File: src/design/bcc_pkg.sv
`timescale 1ns / 1ps
// ----------------------------------------------------------------------------
// bcc_pkg
// Shared types and constants of the button click classifier.
// ----------------------------------------------------------------------------
package bcc_pkg;

  localparam int TIME_W    = 32;
  localparam int BTN_W     = 3;
  localparam int CFG_IDX_W = 2;

  typedef enum logic [2:0] {
    EV_PRESSED  = 3'd0,
    EV_DOUBLE   = 3'd1,
    EV_RELEASED = 3'd2,
    EV_SHORT    = 3'd3,
    EV_LONG     = 3'd4
  } bcc_code_t;

  typedef enum logic [CFG_IDX_W-1:0] {
    REG_PRESSED_LEVEL = 2'd0,
    REG_DC_WINDOW     = 2'd1,
    REG_SHORT_THR     = 2'd2,
    REG_LONG_THR      = 2'd3
  } bcc_reg_t;

  localparam logic              RST_PRESSED_LEVEL = 1'b0;
  localparam logic [TIME_W-1:0] RST_DC_WINDOW     = 32'd300;
  localparam logic [TIME_W-1:0] RST_SHORT_THR     = 32'd500;
  localparam logic [TIME_W-1:0] RST_LONG_THR      = 32'd3000;

  typedef struct packed {
    logic              pressed_level;
    logic [TIME_W-1:0] dc_window;
    logic [TIME_W-1:0] short_thr;
    logic [TIME_W-1:0] long_thr;
  } bcc_cfg_t;

  typedef struct packed {
    logic              is_pressed;
    logic [TIME_W-1:0] press_start;
    logic [TIME_W-1:0] first_click_start;
    logic              awaiting_second;
  } bcc_state_t;

  typedef struct packed {
    logic [BTN_W-1:0]  button;
    bcc_code_t         code;
    logic [TIME_W-1:0] duration;
    logic              last;
  } bcc_result_t;

endpackage

File: src/design/bcc_classify.sv
`timescale 1ns / 1ps
// ----------------------------------------------------------------------------
// bcc_classify
// Per-event classification: next button state and up to two result records.
// ----------------------------------------------------------------------------
module bcc_classify (
  input  bcc_pkg::bcc_cfg_t                  cfg,
  input  logic [bcc_pkg::BTN_W-1:0]          button,
  input  logic                               pin_level,
  input  logic [bcc_pkg::TIME_W-1:0]         now_ms,
  input  bcc_pkg::bcc_state_t                st_cur,
  output bcc_pkg::bcc_state_t                st_nxt,
  output bcc_pkg::bcc_result_t               res0,
  output bcc_pkg::bcc_result_t               res1,
  output logic [1:0]                         res_cnt
);
  import bcc_pkg::*;

  logic              lvl_press;
  logic [TIME_W-1:0] gap;
  logic [TIME_W-1:0] gap_after;
  logic [TIME_W-1:0] dur;
  bcc_state_t        st_mid;

  assign lvl_press = (pin_level == cfg.pressed_level);
  assign gap       = now_ms - st_cur.first_click_start;
  assign dur       = now_ms - st_cur.press_start;

  always_comb begin
    st_mid  = st_cur;
    res0    = '{button: button, code: EV_PRESSED, duration: '0, last: 1'b1};
    res1    = '{button: button, code: EV_PRESSED, duration: '0, last: 1'b1};
    res_cnt = 2'd0;
    if (lvl_press && !st_cur.is_pressed) begin
      st_mid.is_pressed  = 1'b1;
      st_mid.press_start = now_ms;
      if (st_cur.awaiting_second && (gap <= cfg.dc_window)) begin
        st_mid.awaiting_second = 1'b0;
        res0.code = EV_DOUBLE;
        res0.last = 1'b0;
        res1.code = EV_PRESSED;
        res_cnt   = 2'd2;
      end else begin
        st_mid.first_click_start = now_ms;
        st_mid.awaiting_second   = 1'b1;
        res0.code = EV_PRESSED;
        res_cnt   = 2'd1;
      end
    end else if (!lvl_press && st_cur.is_pressed) begin
      st_mid.is_pressed = 1'b0;
      res0.code     = EV_RELEASED;
      res0.duration = dur;
      res1.duration = dur;
      if (dur < cfg.short_thr) begin
        res0.last = 1'b0;
        res1.code = EV_SHORT;
        res_cnt   = 2'd2;
      end else if (dur < cfg.long_thr) begin
        res0.last = 1'b0;
        res1.code = EV_LONG;
        res_cnt   = 2'd2;
      end else begin
        res_cnt = 2'd1;
      end
    end
  end

  // window expiry
  assign gap_after = now_ms - st_mid.first_click_start;

  always_comb begin
    st_nxt = st_mid;
    if (st_mid.awaiting_second && (gap_after > cfg.dc_window)) begin
      st_nxt.awaiting_second = 1'b0;
    end
  end

endmodule

File: src/design/button_click_classifier_core.sv
`timescale 1ns / 1ps
// ----------------------------------------------------------------------------
// button_click_classifier_core
// Classifies button level-change events into press, release, double-click,
// short-press and long-press events.
// ----------------------------------------------------------------------------
// An accepted event is held in an input register and classified into zero,
// one or two results once the result buffer has room; the results wait in
// the two-entry result buffer while the next event is already taken. The
// output port delivers one result per cycle while out_stall is low, and the
// next event moves into the buffer once it is empty or its last result leaves.
// Events for a button index at or above NUM_BUTTONS give nothing and leave
// all state alone. Configuration writes are always ready and take effect at
// once; write them only while idle.
module button_click_classifier_core #(
  parameter int NUM_BUTTONS = 8
) (
  input  logic                               clk,
  input  logic                               rst_n,

  input  logic                               in_valid,
  output logic                               in_stall,
  input  logic [bcc_pkg::BTN_W-1:0]          in_button_index,
  input  logic                               in_pin_level,
  input  logic [bcc_pkg::TIME_W-1:0]         in_now_ms,

  output logic                               out_valid,
  input  logic                               out_stall,
  output logic [bcc_pkg::BTN_W-1:0]          out_event_button,
  output logic [2:0]                         out_event_code,
  output logic [bcc_pkg::TIME_W-1:0]         out_duration_ms,
  output logic                               out_last,

  input  logic                               cfg_valid,
  output logic                               cfg_ready,
  input  logic [bcc_pkg::CFG_IDX_W-1:0]      cfg_index,
  input  logic [bcc_pkg::TIME_W-1:0]         cfg_data
);
  import bcc_pkg::*;

  localparam int MAX_IDX = 1 << BTN_W;
  localparam int DEPTH   = (NUM_BUTTONS < MAX_IDX) ? NUM_BUTTONS : MAX_IDX;
  localparam int IDX_W   = (DEPTH > 1) ? $clog2(DEPTH) : 1;

  // configuration
  bcc_cfg_t cfg_r;

  assign cfg_ready = 1'b1;

  always_ff @(posedge clk) begin
    if (!rst_n) begin
      cfg_r.pressed_level <= RST_PRESSED_LEVEL;
      cfg_r.dc_window     <= RST_DC_WINDOW;
      cfg_r.short_thr     <= RST_SHORT_THR;
      cfg_r.long_thr      <= RST_LONG_THR;
    end else if (cfg_valid && cfg_ready) begin
      case (bcc_reg_t'(cfg_index))
        REG_PRESSED_LEVEL: cfg_r.pressed_level <= cfg_data[0];
        REG_DC_WINDOW:     cfg_r.dc_window     <= cfg_data;
        REG_SHORT_THR:     cfg_r.short_thr     <= cfg_data;
        REG_LONG_THR:      cfg_r.long_thr      <= cfg_data;
        default:           cfg_r               <= cfg_r;
      endcase
    end
  end

  // input register
  logic              item_vld_r;
  logic [BTN_W-1:0]  item_btn_r;
  logic              item_lvl_r;
  logic [TIME_W-1:0] item_now_r;

  logic       in_accept;
  logic       move;
  logic       pop;
  logic [1:0] res_cnt_r;
  logic [1:0] res_cnt_nxt;

  assign in_accept = in_valid && !in_stall;
  assign pop       = out_valid && !out_stall;
  assign move      = item_vld_r && ((res_cnt_r == 2'd0) || ((res_cnt_r == 2'd1) && pop));
  assign in_stall  = item_vld_r && !move;

  always_ff @(posedge clk) begin
    if (!rst_n) begin
      item_vld_r <= 1'b0;
    end else if (in_accept) begin
      item_vld_r <= 1'b1;
    end else if (move) begin
      item_vld_r <= 1'b0;
    end
  end

  always_ff @(posedge clk) begin
    if (in_accept) begin
      item_btn_r <= in_button_index;
      item_lvl_r <= in_pin_level;
      item_now_r <= in_now_ms;
    end
  end

  // per-button state
  bcc_state_t st_r [DEPTH];
  bcc_state_t st_cur;
  bcc_state_t st_nxt;
  logic       btn_ok;
  logic [IDX_W-1:0] idx;

  assign btn_ok = (32'(item_btn_r) < NUM_BUTTONS);
  assign idx    = item_btn_r[IDX_W-1:0];
  assign st_cur = btn_ok ? st_r[idx] : '0;

  always_ff @(posedge clk) begin
    if (!rst_n) begin
      for (int i = 0; i < DEPTH; i++) begin
        st_r[i] <= '0;
      end
    end else if (move && btn_ok) begin
      st_r[idx] <= st_nxt;
    end
  end

  bcc_result_t new0;
  bcc_result_t new1;
  logic [1:0]  new_cnt;

  bcc_classify u_classify (
    .cfg       (cfg_r),
    .button    (item_btn_r),
    .pin_level (item_lvl_r),
    .now_ms    (item_now_r),
    .st_cur    (st_cur),
    .st_nxt    (st_nxt),
    .res0      (new0),
    .res1      (new1),
    .res_cnt   (new_cnt)
  );

  // result buffer
  bcc_result_t res_r [2];

  always_comb begin
    res_cnt_nxt = res_cnt_r;
    if (move) begin
      res_cnt_nxt = btn_ok ? new_cnt : 2'd0;
    end else if (pop) begin
      res_cnt_nxt = res_cnt_r - 2'd1;
    end
  end

  always_ff @(posedge clk) begin
    if (!rst_n) begin
      res_cnt_r <= 2'd0;
    end else begin
      res_cnt_r <= res_cnt_nxt;
    end
  end

  always_ff @(posedge clk) begin
    if (move) begin
      res_r[0] <= new0;
      res_r[1] <= new1;
    end else if (pop) begin
      res_r[0] <= res_r[1];
    end
  end

  assign out_valid        = (res_cnt_r != 2'd0);
  assign out_event_button = res_r[0].button;
  assign out_event_code   = res_r[0].code;
  assign out_duration_ms  = res_r[0].duration;
  assign out_last         = res_r[0].last;

`ifndef SYNTHESIS
  a_cnt_range: assert property (@(posedge clk) disable iff (!rst_n)
    res_cnt_r != 2'd3)
    else $error("result buffer count out of range");

  a_partner_queued: assert property (@(posedge clk) disable iff (!rst_n)
    (out_valid && !out_last) |-> (res_cnt_r == 2'd2))
    else $error("non-final result without its partner");

  a_empty_no_stall: assert property (@(posedge clk) disable iff (!rst_n)
    !item_vld_r |-> !in_stall)
    else $error("input stalled with empty input register");

  a_move_drains: assert property (@(posedge clk) disable iff (!rst_n)
    (move && btn_ok && (new_cnt == 2'd0)) |=> (res_cnt_r == 2'd0))
    else $error("result buffer not empty after silent event");
`endif

endmodule
File: config.mk
export PLATFORM = sky130hd
export DESIGN_NAME = button_click_classifier_core
export DESIGN_NICKNAME = d
export VERILOG_FILES = /design/src/design/bcc_pkg.sv /design/src/design/bcc_classify.sv /design/src/design/button_click_classifier_core.sv
export SDC_FILE = /design/constraint.sdc
export NUM_CORES = 1
export LEC_CHECK = 0
export BUFFER_PORTS_ARGS = -buffer_cell sky130_fd_sc_hd__buf_2
export CAP_MARGIN = 25
export CORE_UTILIZATION = 57
export DETAILED_ROUTE_END_ITERATION = 12
export GPL_ROUTABILITY_DRIVEN = 0
export HOLD_SLACK_MARGIN = 0.06
export PLACE_DENSITY = 0.77
export REMOVE_ABC_BUFFERS = 1
export SYNTH_ARGS = -nofsm -noshare
export SYNTH_HDL_FRONTEND = slang
export SYNTH_SLANG_ARGS = --single-unit
File: constraint.sdc
create_clock -name clk -period 10.13 [get_ports clk]
set_input_delay 1.013 -clock clk [delete_from_list [all_inputs] [get_ports clk]]
set_output_delay 1.013 -clock clk [all_outputs]
set_load 0.01 [all_outputs]
==> impl_metrics.csv, run 1 <==
group,metric,value,unit
outcome,status,"completed",
critical_path,critPathMaxFanout,12,
hold_path,min-delay-start,"cfg_r[50]",
routing,drtAntennaViolNets,0,
power,peakVddDrop,0.134,mV
hold_path,worstHoldPathType,"register to register",
routing,totalWireLength,108000,um
layout,antennaDiodeCount,0,
die,rows,94,
clocking,clkTransAtPathRegs,0.06,ns
routing,drc,0,
routing,drt_iter0_drc,3425,
logic_synthesis,synth_area_leader_cell,"edfxtp_1",
layout,area_growth_syn_to_layout,12.1,%
logic_synthesis,yosysWarnings,0,
sta,fin_setup_tns,0,ns
global_route,grt_remaining_overflow,0,
logic_synthesis,synth_flop_cell,"edfxtp_1",
logic_synthesis,ys_types,67,
critical_path,cp_slowest_stage_delay,0.49,ns
sta,clock_skew,0.0291,ns
clocking,cts_buffers,76,
critical_path,path_class,"register to register",
critical_path,rrSetupSlack,0.20,ns
clocking,tritoncts,"done",
critical_path,rr_worst_depth,46,
layout,finalNetCount,3671,
routing,dr_total_vias,27700,
critical_path,timing.rr.end,"st_r[1][0]",
critical_path,cpMostUsedCell,"ha_1",
logic_synthesis,syn_avg_cell_area,11.9,um^2
routing,first_pass_iters,6,
routing,wire_per_inst,25.2,um
sta,fin_crit,9.93,ns
critical_path,crit_buf_inv,6,
global_route,grt_max_degree,67,
routing,via_per_inst,6.46,
global_route,grt_pass1_wl,161000,um
sta,clock.fmax,0.101,GHz
global_route,grt_pass1_vias,27600,
logic_synthesis,async_flop_share,0,
sta,setup_viol,0,
critical_path,start_kind,"register",
critical_path,worst_path_dominant_cell_family,"compound AO/OA/AOI/OAI gates",
place,detailed_place_hpwl,68600,um
sta,slew_violations,0,
critical_path,worstPathArrival,10.40,ns
logic_synthesis,yosys.area.top_type_share,0.500,
layout,drive_gt1_frac,0.163,
die,core,0.0662,mm^2
place,io_buffers,115,
sta,worst-slew-pin-transition,1.17,ns
logic_synthesis,ys_top_cells_by_area,"edfxtp_1 50%, mux4_2 7.7%, ha_1 7.2%",
die,die_y,262,um
sta,finalCritPeriodShare,0.980,
sta,max_slew_margin,0.218,
logic_synthesis,synth-edff-count,640,
sta,hold_viol_final,0,
power,cellPowerDensity,243,mW/mm^2
critical_path,cpMaxStageDelayCell,"mux4_2",
critical_path,required,10.60,ns
die,ios,117,
clocking,clock_sinks,743,
logic_synthesis,syn-cell-area,0.0384,mm^2
die,start_util,0.580,
power,power.leakage,16.7,nW
flow_run,cap_viol_max_count,0,
power,finalPower,10.5,mW
die,die_area,0.0684,mm^2
clocking,cts_max_path_buffers,3,
clocking,clock-root-buffer,"clkbuf_16",
critical_path,cp-end-kind,"register",
logic_synthesis,ys_seq_elements,743,
die,die_w,262,um
place,placed_cell_area,0.0403,mm^2
hold_path,hold_end,"cfg_r[50]",
logic_synthesis,yosysSeqAreaShare,0.554,
logic_synthesis,postSynthCellCount,3238,
global_route,antenna_found_initial,0,
clocking,clk_latency,0.64,ns
hold_path,worstHoldPathCells,2,
clocking,h-tree-depth,3,
global_route,grt_use_total,0.316,
layout,final_cell_area,0.0431,mm^2
## how the worst max path moves through the flow
stage | from | to | cells past startpoint
global route | register | st_r[1][0] | 46
CTS | register | st_r[1][0] | 45
detailed placement | register | st_r[1][0] | 45
floorplan | register | st_r[3][0] | 42
finish | register | st_r[1][0] | 46
global placement | register | st_r[0][0] | 42
## synthesized netlist by cell type, types with 6 or more instances
library cell    n
nand4_1        32
mux4_2        132
mux2_2         26
xor2_1         34
nand3_1        24
clkbuf_1      118
edfxtp_1      640
o22ai_1         6
o211ai_1       24
xnor2_1        48
o2111ai_1       6
o21a_1         21
a21oi_1       116
nor2b_1        24
nor3_1         15
nor4_1          6
a21boi_0       83
nand2_1       311
and2_1         20
mux2i_1        67
nand2b_1       11
nand3b_1        7
inv_1         169
dfxtp_1       103
o21ai_0        64
nor2_1        608
and3_1         11
buf_2          20
a211o_1         9
buf_1          15
o31ai_1        21
o21bai_1       10
ha_1          222
o21ai_1        33
mux2_4         28
a21o_1         78
## kinds of logic (layout without fill, tap and decap cells)
logic type / Yosys count / count (layout) / synth area share
other: 1 / 1 / 0.0000977
adders and majority gates: 225 / 225 / 0.0739
muxes: 253 / 253 / 0.113
and+or+nand+nor: 1094 / 1094 / 0.118
AOI/OAI and AO/OA: 513 / 513 / 0.0879
xor gates and xnor gates: 82 / 82 / 0.0187
DFF: 743 / 743 / 0.554
buffers and inverters: 327 / 520 / 0.0337
## registers in the layout (all words and copies together), names as in the netlist, named ones only
| signal | cells |
|---|---|
| st_r | 528 |
| cfg_r | 97 |
| res_r | 76 |
| item_now_r | 32 |
| idx | 3 |
| res_cnt_r | 2 |
| item_lvl_r | 1 |
| item_vld_r | 1 |
## repair_timing
| item | in CTS | in global routing |
|---|---|---|
| endpoints found under the setup margin | 7 | 8 |
| setup buffers | 0 | 5 |
| gates cloned | 0 | 1 |
| pin swaps | 0 | 7 |
| hold buffers | 0 | 0 |
| gates resized for setup | 2 | 24 |
## cells in the final DEF (no fill, tap or decap), drive strengths merged, types with 7 or more instances in the layout
cell / instances
nand4: 32
mux2: 54
a21o: 78
and2: 22
xnor2: 48
mux2i: 67
o211ai: 24
clkinv: 35
nor2: 608
nand3b: 7
buf: 212
o21bai: 10
o21a: 21
bufinv: 7
a211o: 9
edfxtp: 640
xor2: 34
and3: 11
nand2: 311
nand2b: 11
inv: 174
o31ai: 21
a21boi: 83
clkbuf: 90
ha: 222
nand3: 24
a21oi: 116
o21ai: 97
mux4: 132
nor3: 16
dfxtp: 103
nor2b: 24
## power breakdown
| group | internal [mW] | switching [mW] | total (mW) | leakage (nW) |
|---|---|---|---|---|
| Sequential | 3.59 | 0.104 | 3.70 | 7.39 |
| Clock | 1.62 | 1.20 | 2.82 | 1.22 |
| Combinational | 1.56 | 2.40 | 3.96 | 8.06 |
## stage by stage
step            util  hold WS [ns]  worst slack (ns)  std cells
3_5_place_dp   0.609         0.459            0.0766       4148
4_1_cts        0.646         0.467            0.0575       4286
6_report       0.650         0.465             0.199       4295
3_3_place_gp   0.608         0.451             0.245       4146
2_1_floorplan      -         0.441             -6.08       3080
5_1_grt        0.650         0.478          -0.00571       4295
## layout make-up
type	count	area [um^2]
Clock buffer	89	2040
Clock inverter	49	434
Fill cell	4745	23200
Inverter	169	634
Multi-Input combinational cell	2168	16100
Sequential cell	743	21300
Tap cell	864	1080
Timing Repair Buffer	213	1510
## metal layers
layer,wire (um),GRT usage
met5,0,0
met4,4520,0.141
met3,12200,0.0556
met2,51500,0.515
met1,39900,0.416
## tightest hold or removal path: stages, from the launching register on
cell	delay, ns
dfxtp_1	0.31
nand2_1	0.05
a21boi_0	0.06
Power figures use the tool's default switching activity.
==> run 2, diff against run 1 <==
CELL_PAD_IN_SITES_DETAIL_PLACEMENT = 1   (was not set)
CELL_PAD_IN_SITES_GLOBAL_PLACEMENT = 2   (was not set)
CORE_ASPECT_RATIO = 0.6   (was not set)
CORE_UTILIZATION = 39   (was 57)
PLACE_DENSITY = 0.76   (was 0.77)
==> impl_metrics.csv, run 2 (synthesized netlist as in run 1, its figures left out) <==
group,metric,value,unit
critical_path,worst_path_dominant_cell_family,"compound AO/OA/AOI/OAI gates",
critical_path,crit_buf_inv,9,
sta,finalCritPeriodShare,1.01,
sta,hold_ws,0.466,ns
layout,layout_commonest_cell,"edfxtp_1",
die,die_area,0.0998,mm^2
routing,wire_per_inst,26.1,um
critical_path,required,10.49,ns
layout,finalNonFillerCells,4906,
sta,rsz0062_at_grt,"true",
routing,drc,0,
layout,most-common-layout-cells,"640 x edfxtp_1, 604 x nor2_1, 301 x nand2_1",
critical_path,cpMostUsedCell,"ha_1",
hold_path,worstHoldPathType,"register to register",
critical_path,cpMaxStageDelayCell,"mux4_2",
global_route,grt_pass1_vias,29300,
clocking,cts_buffers,76,
sta,setup_viol,8,
clocking,cts_max_path_buffers,3,
critical_path,cp-end-kind,"register",
critical_path,critPathMaxFanout,8,
place,place_inst,4733,
routing,drtAntennaViolNets,0,
layout,multi_input_area,0.0163,mm^2
die,die_w,407,um
power,cellPowerDensity,246,mW/mm^2
routing,drt_iter0_drc,2699,
sta,hold_viol_final,0,
clocking,clk_latency,0.68,ns
global_route,grt_pass1_wl,190000,um
clocking,clkTransAtPathRegs,0.06,ns
layout,drive_gt1_frac,0.211,
place,io_buffers,115,
critical_path,path_class,"register to register",
sta,fin_crit,10.18,ns
global_route,antenna_found_initial,3,
critical_path,cp_slowest_stage_delay,0.50,ns
outcome,status,"finished, violations left",
place,pre_cts_slack,-0.730,ns
sta,fin_setup_tns,-0.243,ns
sta,worst-slew-pin-transition,1.13,ns
clocking,tritoncts,"done",
layout,largest-register,"st_r",
die,rows,88,
flow_run,cap_viol_max_count,0,
layout,top_regs,"st_r x528, cfg_r x97, res_r x76",
sta,slew_violations,0,
layout,register_area,0.0213,mm^2
die,die_y,245,um
sta,max_slew_margin,0.248,
outcome,failed_checks,"setup timing",
die,core,0.0968,mm^2
global_route,grt_max_degree,67,
sta,clock_skew,0.0295,ns
critical_path,worstPathArrival,10.55,ns
clocking,clock_sinks,743,
clocking,clock-root-buffer,"clkbuf_16",
global_route,grt_remaining_overflow,0,
layout,largest_reg_flops,528,
routing,first_pass_iters,5,
routing,dr_total_vias,27700,
sta,layout_setup_ws,-0.0540,ns
power,peakVddDrop,0.145,mV
critical_path,start_kind,"register",
clocking,h-tree-depth,3,
place,detailed_place_hpwl,85700,um
global_route,grt_use_total,0.255,
die,start_util,0.397,
layout,area_growth_syn_to_layout,17.8,%
layout,finalNetCount,3836,
layout,nFillCells,10200,
power,power.leakage,17.5,nW
sta,clock.fmax,0.0982,GHz
die,ios,117,
routing,totalWireLength,128000,um
routing,via_per_inst,5.64,
run 2: cell type report:
class,instances,area share
well taps,1305,0.0361
inverters,169,0.0140
multi-input cells,2168,0.361
flip-flops and latches,743,0.471
clock inverters,49,0.0118
diodes,2,0.000111
clock buffers,92,0.0446
repair buffers,378,0.0620
run 2: power breakdown:
| group | switching, mW | total, mW | internal (mW) |
|---|---|---|---|
| registers | 0.101 | 3.69 | 3.59 |
| logic | 2.59 | 4.46 | 1.86 |
| clock network | 1.27 | 2.96 | 1.68 |
| total | 3.97 | 11.1 | 7.14 |
run 2: path summary, 6_finish.rpt:
check,from,end,slack (ns),depth (start not counted)
min reg2reg,cfg_r[50],cfg_r[50],0.47,2
max reg2reg,register,st_r[0][0],-0.05,48
max,register,st_r[0][0],-0.05,48
min,cfg_r[50],cfg_r[50],0.47,2
run 2: repair_timing:
action | in CTS | in global routing
hold buffers | 0 | 0
cloned | 1 | 0
buffers inserted | 8 | 21
gates resized for setup | 38 | 46
pin swaps | 10 | 36
endpoints found under the setup margin | 8 | 8
run 2: worst register-to-register path, delay by kind of cell, from the launching register on:
family / cells / cell delay, ns
flip-flops: 1 / 0.42
XOR/XNOR: 2 / 0.26
multiplexers: 3 / 1.05
adder cells (fa/ha/maj): 4 / 1.15
buffers and inverters: 9 / 1.42
AO/OA/AOI/OAI: 16 / 3.13
AND/OR/NAND/NOR: 14 / 2.46
run 2: metal layers:
metal / global-route usage / vias to the layer above / wire length, um
met1: 0.360 / 14300 / 58100
met2: 0.411 / 924 / 59300
met4: 0.0666 / 2 / 2960
met3: 0.0366 / 158 / 7740
li1: - / 12300 / -
met5: 0 / - / 13
run 2: per-stage QoR:
stage	power [mW]	util	area (um^2)
floorplan	6.38	-	37700
global placement	7.82	0.434	42000
detailed placement	7.98	0.434	42000
CTS	11.0	0.463	44800
global route	11.7	0.467	45200
finish	11.1	0.467	45200
